$ cat config.mk
export PLATFORM = sky130hd
export DESIGN_NAME = rational_add_sub_reduce_core
export DESIGN_NICKNAME = d
export VERILOG_FILES = /design/src/design/rasr_pkg.sv /design/src/design/rasr_mul.sv /design/src/design/rasr_div.sv /design/src/design/rational_add_sub_reduce_core.sv
export SDC_FILE = /design/constraint.sdc
export NUM_CORES = 2
export LEC_CHECK = 0
export BUFFER_PORTS_ARGS = -buffer_cell sky130_fd_sc_hd__buf_2
export CAP_MARGIN = 0
export CORE_ASPECT_RATIO = 0.5
export CORE_MARGIN = 8
export CORE_UTILIZATION = 25
export CTS_BUF_LIST = sky130_fd_sc_hd__clkbuf_4
export CTS_CLUSTER_DIAMETER = 60
export DETAILED_ROUTE_END_ITERATION = 12
export GPL_TIMING_DRIVEN = 0
export MAX_ROUTING_LAYER = met4
export PLACE_DENSITY = 0.39
export REMOVE_ABC_BUFFERS = 1
export SKIP_CTS_REPAIR_TIMING = 1
export SKIP_LAST_GASP = 1
export SLEW_MARGIN = 30
export SYNTH_ARGS = -nofsm -noshare
export SYNTH_HDL_FRONTEND = slang
export SYNTH_HIERARCHICAL = 1
export SYNTH_SLANG_ARGS = --single-unit
$ cat constraint.sdc
create_clock -name clk -period 8.5 [get_ports clk]
set_input_delay 0.85 -clock clk [delete_from_list [all_inputs] [get_ports clk]]
set_output_delay 0.85 -clock clk [all_outputs]
set_load 0.005 [all_outputs]
$ cat src/design/rasr_pkg.sv
// Shared widths, operation codes and port types for the rational add/subtract/reduce core.
`default_nettype none
package rasr_pkg;

  // Width of each input numerator and denominator
  localparam int IN_WIDTH = 16;

  // Products, sums and magnitudes
  localparam int PROD_W = 2 * IN_WIDTH;
  localparam int SUM_W  = 2 * IN_WIDTH + 1;
  localparam int MAG_W  = 2 * IN_WIDTH;

  // Result field widths
  localparam int NUM_OUT_W = 33;
  localparam int DEN_OUT_W = 32;

  // Stream payload widths, padded to whole bytes
  localparam int IN_TDATA_W  = ((4 * IN_WIDTH + 7) / 8) * 8;
  localparam int OUT_TDATA_W = ((NUM_OUT_W + DEN_OUT_W + 7) / 8) * 8;
  localparam int OUT_PAD_W   = OUT_TDATA_W - NUM_OUT_W - DEN_OUT_W;

  // Divider step counter
  localparam int DIV_CNT_W = $clog2(MAG_W);

  typedef enum logic [1:0] {
    OP_ADD = 2'd0,
    OP_SUB = 2'd1,
    OP_CMP = 2'd2
  } op_t;

  typedef struct packed {
    logic             start;
    logic [MAG_W-1:0] dividend;
    logic [MAG_W-1:0] divisor;
  } div_req_t;

  typedef struct packed {
    logic             done;
    logic [MAG_W-1:0] quo;
    logic [MAG_W-1:0] rem;
  } div_rsp_t;

endpackage
`default_nettype wire

$ cat src/design/rasr_mul.sv
// Shared signed multiplier with registered product.
`default_nettype none
module rasr_mul
  import rasr_pkg::*;
(
  input  wire logic                     clk,
  input  wire logic signed [IN_WIDTH-1:0] a,
  input  wire logic signed [IN_WIDTH-1:0] b,
  output logic signed [PROD_W-1:0]      p
);

  always_ff @(posedge clk) begin
    p <= PROD_W'(a) * PROD_W'(b);
  end

endmodule
`default_nettype wire

$ cat src/design/rasr_div.sv
// Restoring unsigned divider, one quotient bit per cycle.
`default_nettype none
module rasr_div
  import rasr_pkg::*;
(
  input  wire logic     clk,
  input  wire logic     rst,
  input  wire div_req_t req,
  output div_rsp_t      rsp
);

  logic                 busy;
  logic [DIV_CNT_W-1:0] cnt;
  logic [MAG_W-1:0]     dsr;
  logic [MAG_W-1:0]     quo;
  logic [MAG_W-1:0]     rem;
  logic                 done;

  logic [MAG_W:0]       rem_sh;
  logic [MAG_W:0]       diff;
  logic [MAG_W-1:0]     rem_next;
  logic [MAG_W-1:0]     quo_next;

  // Shift in the next dividend bit and try the subtraction
  always_comb begin
    rem_sh = {rem, quo[MAG_W-1]};
    diff   = rem_sh - {1'b0, dsr};
    if (!diff[MAG_W]) begin
      rem_next = diff[MAG_W-1:0];
      quo_next = {quo[MAG_W-2:0], 1'b1};
    end else begin
      rem_next = rem_sh[MAG_W-1:0];
      quo_next = {quo[MAG_W-2:0], 1'b0};
    end
  end

  always_ff @(posedge clk) begin
    if (rst) begin
      busy <= 1'b0;
      done <= 1'b0;
      cnt  <= '0;
    end else begin
      done <= busy && !req.start && (cnt == '0);
      if (req.start) begin
        busy <= 1'b1;
        cnt  <= DIV_CNT_W'(MAG_W - 1);
      end else if (busy) begin
        if (cnt == '0) begin
          busy <= 1'b0;
        end else begin
          cnt <= cnt - 1'b1;
        end
      end
    end
  end

  always_ff @(posedge clk) begin
    if (req.start) begin
      quo <= req.dividend;
      rem <= '0;
      dsr <= req.divisor;
    end else if (busy) begin
      quo <= quo_next;
      rem <= rem_next;
    end
  end

  assign rsp.done = done;
  assign rsp.quo  = quo;
  assign rsp.rem  = rem;

endmodule
`default_nettype wire

$ cat src/design/rational_add_sub_reduce_core.sv
// Top level: sequencer for fraction add, subtract, equality test and gcd reduction.
//
// Input channel s_axis: one beat carries two fractions and an operation in
// tuser (0 add, 1 subtract, 2 compare). Output channel m_axis: one beat per
// input beat with the reduced numerator and denominator in tdata and the
// equality and zero-denominator flags in tuser.
// A beat is taken only while the sequencer is idle; it is then busy until
// its result has been placed in the output register. One shared multiplier
// forms the three cross products, and one shared 32-step restoring divider
// runs every Euclid remainder step and both final exact divisions. An add or
// subtract runs k Euclid remainder steps (1 <= k <= 44) before the two exact
// divisions; a compare skips the divider, and an item with a zero denominator
// or an unused operation code skips both shared units.
// s_axis_tready rises in the same cycle as m_axis_tvalid.
// Reset (rst, synchronous) clears the sequencer and the output valid flag.
// When the receiver stalls, the finished result holds in the output
// register; the next beat may still be accepted and worked on, and its result
// waits in the sequencer until the output register is free.
`default_nettype none
module rational_add_sub_reduce_core
  import rasr_pkg::*;
(
  input  wire logic                   clk,
  input  wire logic                   rst,
  input  wire logic                   s_axis_tvalid,
  output logic                        s_axis_tready,
  // [15:0] num_a, [31:16] den_a, [47:32] num_b, [63:48] den_b
  input  wire logic [IN_TDATA_W-1:0]  s_axis_tdata,
  // [1:0] req_type
  input  wire logic [1:0]             s_axis_tuser,
  output logic                        m_axis_tvalid,
  input  wire logic                   m_axis_tready,
  // [32:0] result_num, [64:33] result_den, [71:65] zero padding
  output logic [OUT_TDATA_W-1:0]      m_axis_tdata,
  // [0] is_equal, [1] zero_den_error
  output logic [1:0]                  m_axis_tuser
);

  typedef enum logic [3:0] {
    S_IDLE,
    S_MUL1,
    S_MUL2,
    S_MUL3,
    S_PREP,
    S_EUC,
    S_EUC_WAIT,
    S_DIVN,
    S_DIVN_WAIT,
    S_DIVD,
    S_DIVD_WAIT,
    S_DONE
  } state_t;

  state_t state;

  // Held request
  op_t                       req_op;
  logic signed [IN_WIDTH-1:0] na;
  logic signed [IN_WIDTH-1:0] da;
  logic signed [IN_WIDTH-1:0] nb;
  logic signed [IN_WIDTH-1:0] db;

  // Cross products and reduction working set
  logic signed [PROD_W-1:0]  p1;
  logic signed [PROD_W-1:0]  p2;
  logic                      num_neg;
  logic                      den_neg;
  logic [MAG_W-1:0]          mag_num;
  logic [MAG_W-1:0]          mag_den;
  logic [MAG_W-1:0]          ea;
  logic [MAG_W-1:0]          eb;
  logic [MAG_W-1:0]          q_num;

  // Finished result, waiting for the output register
  logic [NUM_OUT_W-1:0]      res_num;
  logic [DEN_OUT_W-1:0]      res_den;
  logic                      res_eq;
  logic                      res_err;

  // Output register
  logic                      out_valid;
  logic [NUM_OUT_W-1:0]      o_num;
  logic [DEN_OUT_W-1:0]      o_den;
  logic                      o_eq;
  logic                      o_err;

  // Shared units
  logic signed [IN_WIDTH-1:0] mul_a;
  logic signed [IN_WIDTH-1:0] mul_b;
  logic signed [PROD_W-1:0]   prod;
  div_req_t                   div_req;
  div_rsp_t                   div_rsp;

  // Request fields
  logic signed [IN_WIDTH-1:0] in_na;
  logic signed [IN_WIDTH-1:0] in_da;
  logic signed [IN_WIDTH-1:0] in_nb;
  logic signed [IN_WIDTH-1:0] in_db;
  logic                       in_beat;

  // Raw numerator and magnitudes
  logic signed [SUM_W-1:0]    raw_num;
  logic [MAG_W-1:0]           raw_num_mag;
  logic [MAG_W-1:0]           raw_den_mag;

  assign in_na   = s_axis_tdata[IN_WIDTH-1:0];
  assign in_da   = s_axis_tdata[2*IN_WIDTH-1:IN_WIDTH];
  assign in_nb   = s_axis_tdata[3*IN_WIDTH-1:2*IN_WIDTH];
  assign in_db   = s_axis_tdata[4*IN_WIDTH-1:3*IN_WIDTH];
  assign in_beat = s_axis_tvalid && s_axis_tready;

  assign s_axis_tready = (state == S_IDLE);

  // Multiplier operands: n_a*d_b, then n_b*d_a, then d_a*d_b
  always_comb begin
    case (state)
      S_MUL1: begin
        mul_a = na;
        mul_b = db;
      end
      S_MUL2: begin
        mul_a = nb;
        mul_b = da;
      end
      default: begin
        mul_a = da;
        mul_b = db;
      end
    endcase
  end

  rasr_mul u_mul (
    .clk (clk),
    .a   (mul_a),
    .b   (mul_b),
    .p   (prod)
  );

  // Raw numerator from the held products; the product register holds d_a*d_b in S_PREP
  always_comb begin
    if (req_op == OP_SUB) begin
      raw_num = SUM_W'(p1) - SUM_W'(p2);
    end else begin
      raw_num = SUM_W'(p1) + SUM_W'(p2);
    end
    raw_num_mag = raw_num[SUM_W-1] ? MAG_W'(-raw_num) : MAG_W'(raw_num);
    raw_den_mag = prod[PROD_W-1] ? MAG_W'(-prod) : MAG_W'(prod);
  end

  // Divider requests: Euclid remainder, then the two exact divisions by the gcd
  always_comb begin
    div_req.start    = 1'b0;
    div_req.dividend = ea;
    div_req.divisor  = eb;
    case (state)
      S_EUC: begin
        div_req.start = (eb != '0);
      end
      S_DIVN: begin
        div_req.start    = 1'b1;
        div_req.dividend = mag_num;
        div_req.divisor  = ea;
      end
      S_DIVD: begin
        div_req.start    = 1'b1;
        div_req.dividend = mag_den;
        div_req.divisor  = ea;
      end
      default: begin
        div_req.start = 1'b0;
      end
    endcase
  end

  rasr_div u_div (
    .clk (clk),
    .rst (rst),
    .req (div_req),
    .rsp (div_rsp)
  );

  always_ff @(posedge clk) begin
    if (rst) begin
      state     <= S_IDLE;
      out_valid <= 1'b0;
    end else begin
      // Drop the output beat once taken, unless a new one replaces it
      if (m_axis_tvalid && m_axis_tready && state != S_DONE) begin
        out_valid <= 1'b0;
      end

      case (state)
        S_IDLE: begin
          if (in_beat) begin
            req_op  <= op_t'(s_axis_tuser);
            na      <= in_na;
            da      <= in_da;
            nb      <= in_nb;
            db      <= in_db;
            res_num <= '0;
            res_den <= '0;
            res_eq  <= 1'b0;
            res_err <= (in_da == '0 || in_db == '0);
            if (in_da == '0 || in_db == '0) begin
              state   <= S_DONE;
            end else begin
              case (s_axis_tuser)
                OP_ADD, OP_SUB, OP_CMP: state <= S_MUL1;
                default:                state <= S_DONE;
              endcase
            end
          end
        end

        S_MUL1: begin
          state <= S_MUL2;
        end

        S_MUL2: begin
          p1    <= prod;
          state <= S_MUL3;
        end

        S_MUL3: begin
          p2    <= prod;
          state <= S_PREP;
        end

        S_PREP: begin
          if (req_op == OP_CMP) begin
            res_eq <= (p1 == p2);
            state  <= S_DONE;
          end else begin
            num_neg <= raw_num[SUM_W-1];
            den_neg <= prod[PROD_W-1];
            mag_num <= raw_num_mag;
            mag_den <= raw_den_mag;
            ea      <= raw_num_mag;
            eb      <= raw_den_mag;
            state   <= S_EUC;
          end
        end

        S_EUC: begin
          // Once the remainder reaches zero, ea holds the gcd
          if (eb == '0) begin
            state <= S_DIVN;
          end else begin
            state <= S_EUC_WAIT;
          end
        end

        S_EUC_WAIT: begin
          if (div_rsp.done) begin
            ea    <= eb;
            eb    <= div_rsp.rem;
            state <= S_EUC;
          end
        end

        S_DIVN: begin
          state <= S_DIVN_WAIT;
        end

        S_DIVN_WAIT: begin
          if (div_rsp.done) begin
            q_num <= div_rsp.quo;
            state <= S_DIVD;
          end
        end

        S_DIVD: begin
          state <= S_DIVD_WAIT;
        end

        S_DIVD_WAIT: begin
          if (div_rsp.done) begin
            res_num <= num_neg ? NUM_OUT_W'(-NUM_OUT_W'(q_num)) : NUM_OUT_W'(q_num);
            res_den <= den_neg ? DEN_OUT_W'(-DEN_OUT_W'(div_rsp.quo))
                               : DEN_OUT_W'(div_rsp.quo);
            state   <= S_DONE;
          end
        end

        S_DONE: begin
          // Hold here until the output register is free or being emptied
          if (!out_valid || m_axis_tready) begin
            o_num     <= res_num;
            o_den     <= res_den;
            o_eq      <= res_eq;
            o_err     <= res_err;
            out_valid <= 1'b1;
            state     <= S_IDLE;
          end
        end

        default: begin
          state <= S_IDLE;
        end
      endcase
    end
  end

  assign m_axis_tvalid = out_valid;
  assign m_axis_tdata  = {{OUT_PAD_W{1'b0}}, o_den, o_num};
  assign m_axis_tuser  = {o_err, o_eq};

endmodule
`default_nettype wire

; ---- After elaboration in Yosys (flattened, before gate mapping)
; Index checks and enable logic that the tools add are counted.
[totals]
ff_bits = 566
in_bits = 70
output_inout_bits = 76
wordCells = 147
[op_classes]
addsub = 8
multipliers = 1
eq_ne = 25
muxes = 47
n_bitwise = 2
reduce_logical = 33
[ops]
columns = op, count
row1 = 32-bit 2-to-1 mux, 12
row2 = 32-bit one-hot mux with 2 select lines, 3
row3 = 33-bit 2-to-1 mux, 4
row4 = 64-bit one-hot mux with 2 select lines, 1
row5 = 32-bit negation, 3
row6 = 33-bit one-hot mux with 2 select lines, 1
row7 = 4-bit one-hot mux with 12 select lines, 1
row8 = 32-bit by 32-bit adder with 33-bit output, 1
row9 = 32-bit negation with 33-bit output, 1
row10 = 32-bit by 32-bit subtractor with 33-bit output, 1
row11 = 33-bit by 32-bit subtractor with 33-bit output, 1
row12 = 32-bit == test, 1
row13 = 16-bit zero test, 2
row14 = 32-bit zero test, 1
row15 = 16-bit by 16-bit multiplier with 32-bit output, 1
row16 = 4-bit 2-to-1 mux, 8
row17 = 16-bit one-hot mux with 2 select lines, 1
row18 = 32-bit nonzero test, 1
row19 = 4-bit by 3-bit == test with 1-bit output (second input constant), 4
row20 = 4-bit == test (second input constant), 4
row21 = 16-bit 2-to-1 mux, 1
row22 = 5-bit 2-to-1 mux, 3
row23 = 3-bit AND reduction, 4
row24 = 4-bit AND reduction, 3
row25 = other kinds (22), 53

; ---- Depth between registers and ports, before layout
[depth]
word_depth = 6
mapped_depth = 30
mapped_depth_nobuf = 27

; ---- Cells and area by module
; Netlist, hierarchy kept.
[modules_own_cells]
columns = module, n_inst, cells_per_inst, area_each_um2, seq_area_each_um2
row1 = rational_add_sub_reduce_core, 1, 1992, 22713.0, 12892.4
row2 = rasr_mul, 1, 1180, 10762.8, 640.6
row3 = rasr_div, 1, 606, 6034.5, 2702.6

; ---- Worst setup path before layout
; Ideal clock, no wire load.
[synth_path]
path_kind = flip-flop to flip-flop
start = register state[1]
end = register u_mul.p[25]
setup_time_ns = 0.134
t_arrival_ns = 7.225
t_required_ns = 8.366
slack_ns = 1.141
path_stages_with_launch = 26
n_path_buf = 4
period_less_slack_ns = 7.359
path_cell_list = dfxtp_1 > clkbuf_1 > nand2b_1 > nor3_1 > clkbuf_1 > mux2_2 > clkbuf_1 > and2_1 > fa_1 > inv_1 > fa_1 > fa_1 > inv_1 > fa_1 > fa_1 > inv_1 > fa_1 > inv_1 > ha_1 > clkdlybuf4s15_1 > nand4_1 > a211oi_4 > o311ai_2 > a211oi_2 > mux2i_1 > or4_1
[synth_via]
elab_chain_cells = 3
elab_cells_between_ends = 5
classes_between = 1 x mul / 2 x eq/ne / 2 x mux
[synth_rtl]
columns = item, line
row1 = "start, declared", rational_add_sub_reduce_core.sv:54  ; state_t state;
row2 = "start signal, assigned", rational_add_sub_reduce_core.sv:184  ; state <= S_IDLE;
row3 = "start signal, assigned", rational_add_sub_reduce_core.sv:205  ; state <= S_DONE;
row4 = "start signal, assigned", rational_add_sub_reduce_core.sv:208  ; OP_ADD, OP_SUB, OP_CMP: state <= S_MUL1;
row5 = 4-bit by 2-bit == test with 1-bit output, rational_add_sub_reduce_core.sv:116  ; case (state)
row6 = 16-bit 2-to-1 mux, rational_add_sub_reduce_core.sv:116
row7 = via mul_b[5], rational_add_sub_reduce_core.sv:89  ; logic signed [IN_WIDTH-1:0] mul_b;
row8 = 16-bit by 16-bit multiplier with 32-bit output, rasr_mul.sv:13  ; p <= PROD_W'(a) * PROD_W'(b);
row9 = "end signal, assigned", rasr_mul.sv:13
row10 = "end, declared", rasr_mul.sv:9  ; output logic signed [PROD_W-1:0] p
; The timed path passes the listed nets, and every way through them passes these cells.
; A chain may end at the register's enable or synchronous reset.

; ---- Worst setup path in the final report
[layout_path]
start = register state[2]
end = register u_mul.p[31]
; Same word-level chain as after synthesis.

==> impl_metrics.csv <==
group,metric,value,unit
run,cap_viol_max_count,0,
sta,rsz0062_at_grt,"yes",
clock_network,clockBufferDepth,3,
critical_path,worst_setup_path_start_kind,"flip-flop",
placement,dp_hpwl,89.8,mm
synthesis,synth_area,39500,um2
synthesis,synth-edff-count,490,
sta,fmax,123,MHz
global_route,busiest_layer,"met2",
finish,top_regs,"o_num x33, res_num x33",
synthesis,syn_avg_cell_area,10.5,um2
critical_path,slowest_stage,"fa_1",
detailed_routing,drc_errors,0,
critical_path,worstPathArrival,9.09,ns
synthesis,synth.distinct_cells,110,
floorplan,start_util,25.1,%
detailed_routing,post_drt_via_cell_ratio,4.48,
critical_path,crit_required,9.48,ns
critical_path,crit_fanout,16,
finish,nNetsFinal,4566,
sta,relSlewSlack,35.7,%
sta,worst_pin_slew,0.963,ns
worst_hold_path,hp-class,"in2reg",
clock_network,clk_latency,1.12,ns
status,status,"finished, final reports clean",
floorplan,die_area,172000,um2
floorplan,die_x,578,um
detailed_routing,drt_iter0_drc,1587,
floorplan,die_h,297,um
finish,final-instance-count-excl-fill,6269,
critical_path,crit_path_frequent_cell,"fa_1",
worst_hold_path,hold_start,"m_axis_tready",
finish,drive_gt1_share,16.0,%
global_route,grt_usage,13.4,%
floorplan,rows,103,
sta,maxSlewViolCount,0,
finish,layout_commonest_cell,"edfxtp_1",
clock_network,numCtsBuffers,151,
global_route,met2_usage,20.4,%
global_route,antenna_found_initial,4,
detailed_routing,vias,28100,
global_route,use_met3,2.47,%
sta,hold_viol_final,0,
clock_network,cts.sinks,566,
sta,hold_ws,0.146,ns
global_route,overflow,0,
detailed_routing,wl_per_cell,18.2,um
floorplan,core,157000,um2
synthesis,synth_top_flop_cell,"edfxtp_1",
global_route,grt_max_degree,47,
global_route,met1_usage,18.6,%
finish,syn_to_final_growth,16.3,%
critical_path,cp_slowest_stage_delay,0.56,ns
critical_path,endpoint_kind,"flip-flop",
clock_network,cts_max_level,4,
critical_path,reg2reg_from,"state[2]$_SDFFE_PP0P_",
sta,period_needed,8.11,ns
synthesis,synth-seq-area-share,41.1,%
synthesis,synthArstFlopShare,0,%
placement,io_buffers,138,
global_route,grt_pass1_vias,29000,
placement,gp_congestion,0.829,
clock_network,path_clk_slew,0.07,ns
clock_network,cts-root-buf,"clkbuf_4",
floorplan,io_pins,146,
detailed_routing,drt_wl_total,114,mm
sta,tns,0,ns
clock_network,cts_tree,"yes",
sta,skew,0.0973,ns
finish,final_cell_mix,"edfxtp_1, inv_1, nand2_1, nor2_1, fa_1",
global_route,grt_pass1_wl,176,mm
sta,setup_viol,0,
synthesis,synth_seq_cells,566,
placement,dp.cells,5923,
sta,period_share,95.4,%
detailed_routing,dr.pass1.iters,6,
detailed_routing,ant_nets,0,
synthesis,synth_cells,3778,
critical_path,worstSetupPathType,"reg2reg",
critical_path,startpoint,"state[2]$_SDFFE_PP0P_",
critical_path,rrSetupSlack,0.39,ns
synthesis,yosysWarnings,6,
## final timing paths
check / to / cells past startpoint
min reg2reg: o_num[12]$_DFFE_PP_ / 0
max: u_mul/p[31]$_DFF_P_ / 28
min: m_axis_tvalid$_SDFF_PP0_ / 3
max reg2reg: u_mul/p[31]$_DFF_P_ / 28
## critical path: cells and delay by family (launching register included)
family                     cells  cell delay (ns)
buffers and inverters         10             1.35
xor gates and xnor gates       1             0.27
AOI/OAI and AO/OA              5             1.19
DFF                            1             0.40
adders and majority gates      7             3.58
and+or+nand+nor                4             0.78
muxes                          1             0.42
## synthesized netlist by cell type, types with 49 or more instances
master	n	share of area, %
clkbuf_1	122	1.2
nand2_1	396	3.8
and2_1	133	2.1
fa_1	265	13
edfxtp_1	490	37
nor3_1	64	0.81
mux2_2	114	3.2
xor2_1	98	2.2
inv_1	451	4.3
o21ai_0	122	1.5
ha_1	184	5.8
a21oi_1	140	1.8
xnor2_1	95	2.1
a22oi_1	49	0.93
dfxtp_1	76	3.9
nor2_1	310	2.9
## cell families (layout without fill, tap and decap cells)
family          count (synthesis)  count (layout)  synth area share (%)
xor+xnor                      194             194                  4.32
fa+ha+maj                     449             449                  19.3
flops                         566             566                  41.1
buf+inv                       621             996                  6.22
other cells                     1              17               0.00949
simple gates                 1188            1188                  14.5
mux                           124             124                  3.50
compound gates                635             635                  11.1
## routing by layer
layer	share of wire, %	vias up
met1	50	13700
met3	4.5	120
met5	0	-
li1	-	13700
met2	44	544
met4	1.6	0
## stage by stage
step / area, um2 / setup WS (ns) / util (%)
floorplan: 38800 / -0.565 / -
global placement: 42100 / -6.76 / 26.8
detailed placement: 43200 / -0.910 / 27.5
CTS: 45100 / -0.883 / 28.7
global route: 45900 / 0.0302 / 29.2
finish: 45900 / 0.388 / 29.2
## area by class of cell
| cell class | instances | area [um2] |
|---|---|---|
| flip-flops and latches | 566 | 16200 |
| inverters | 453 | 1700 |
| well taps | 2100 | 2630 |
| clock buffers | 198 | 1490 |
| fillers | 16500 | 111000 |
| repair buffers | 278 | 2340 |
| clock inverters | 67 | 423 |
| multi-input cells | 2597 | 21100 |
| diodes | 10 | 25.0 |
Power is left out: the tool's default activity adds up to more than one toggle a clock period on the data nets, which glitch-free logic cannot reach.
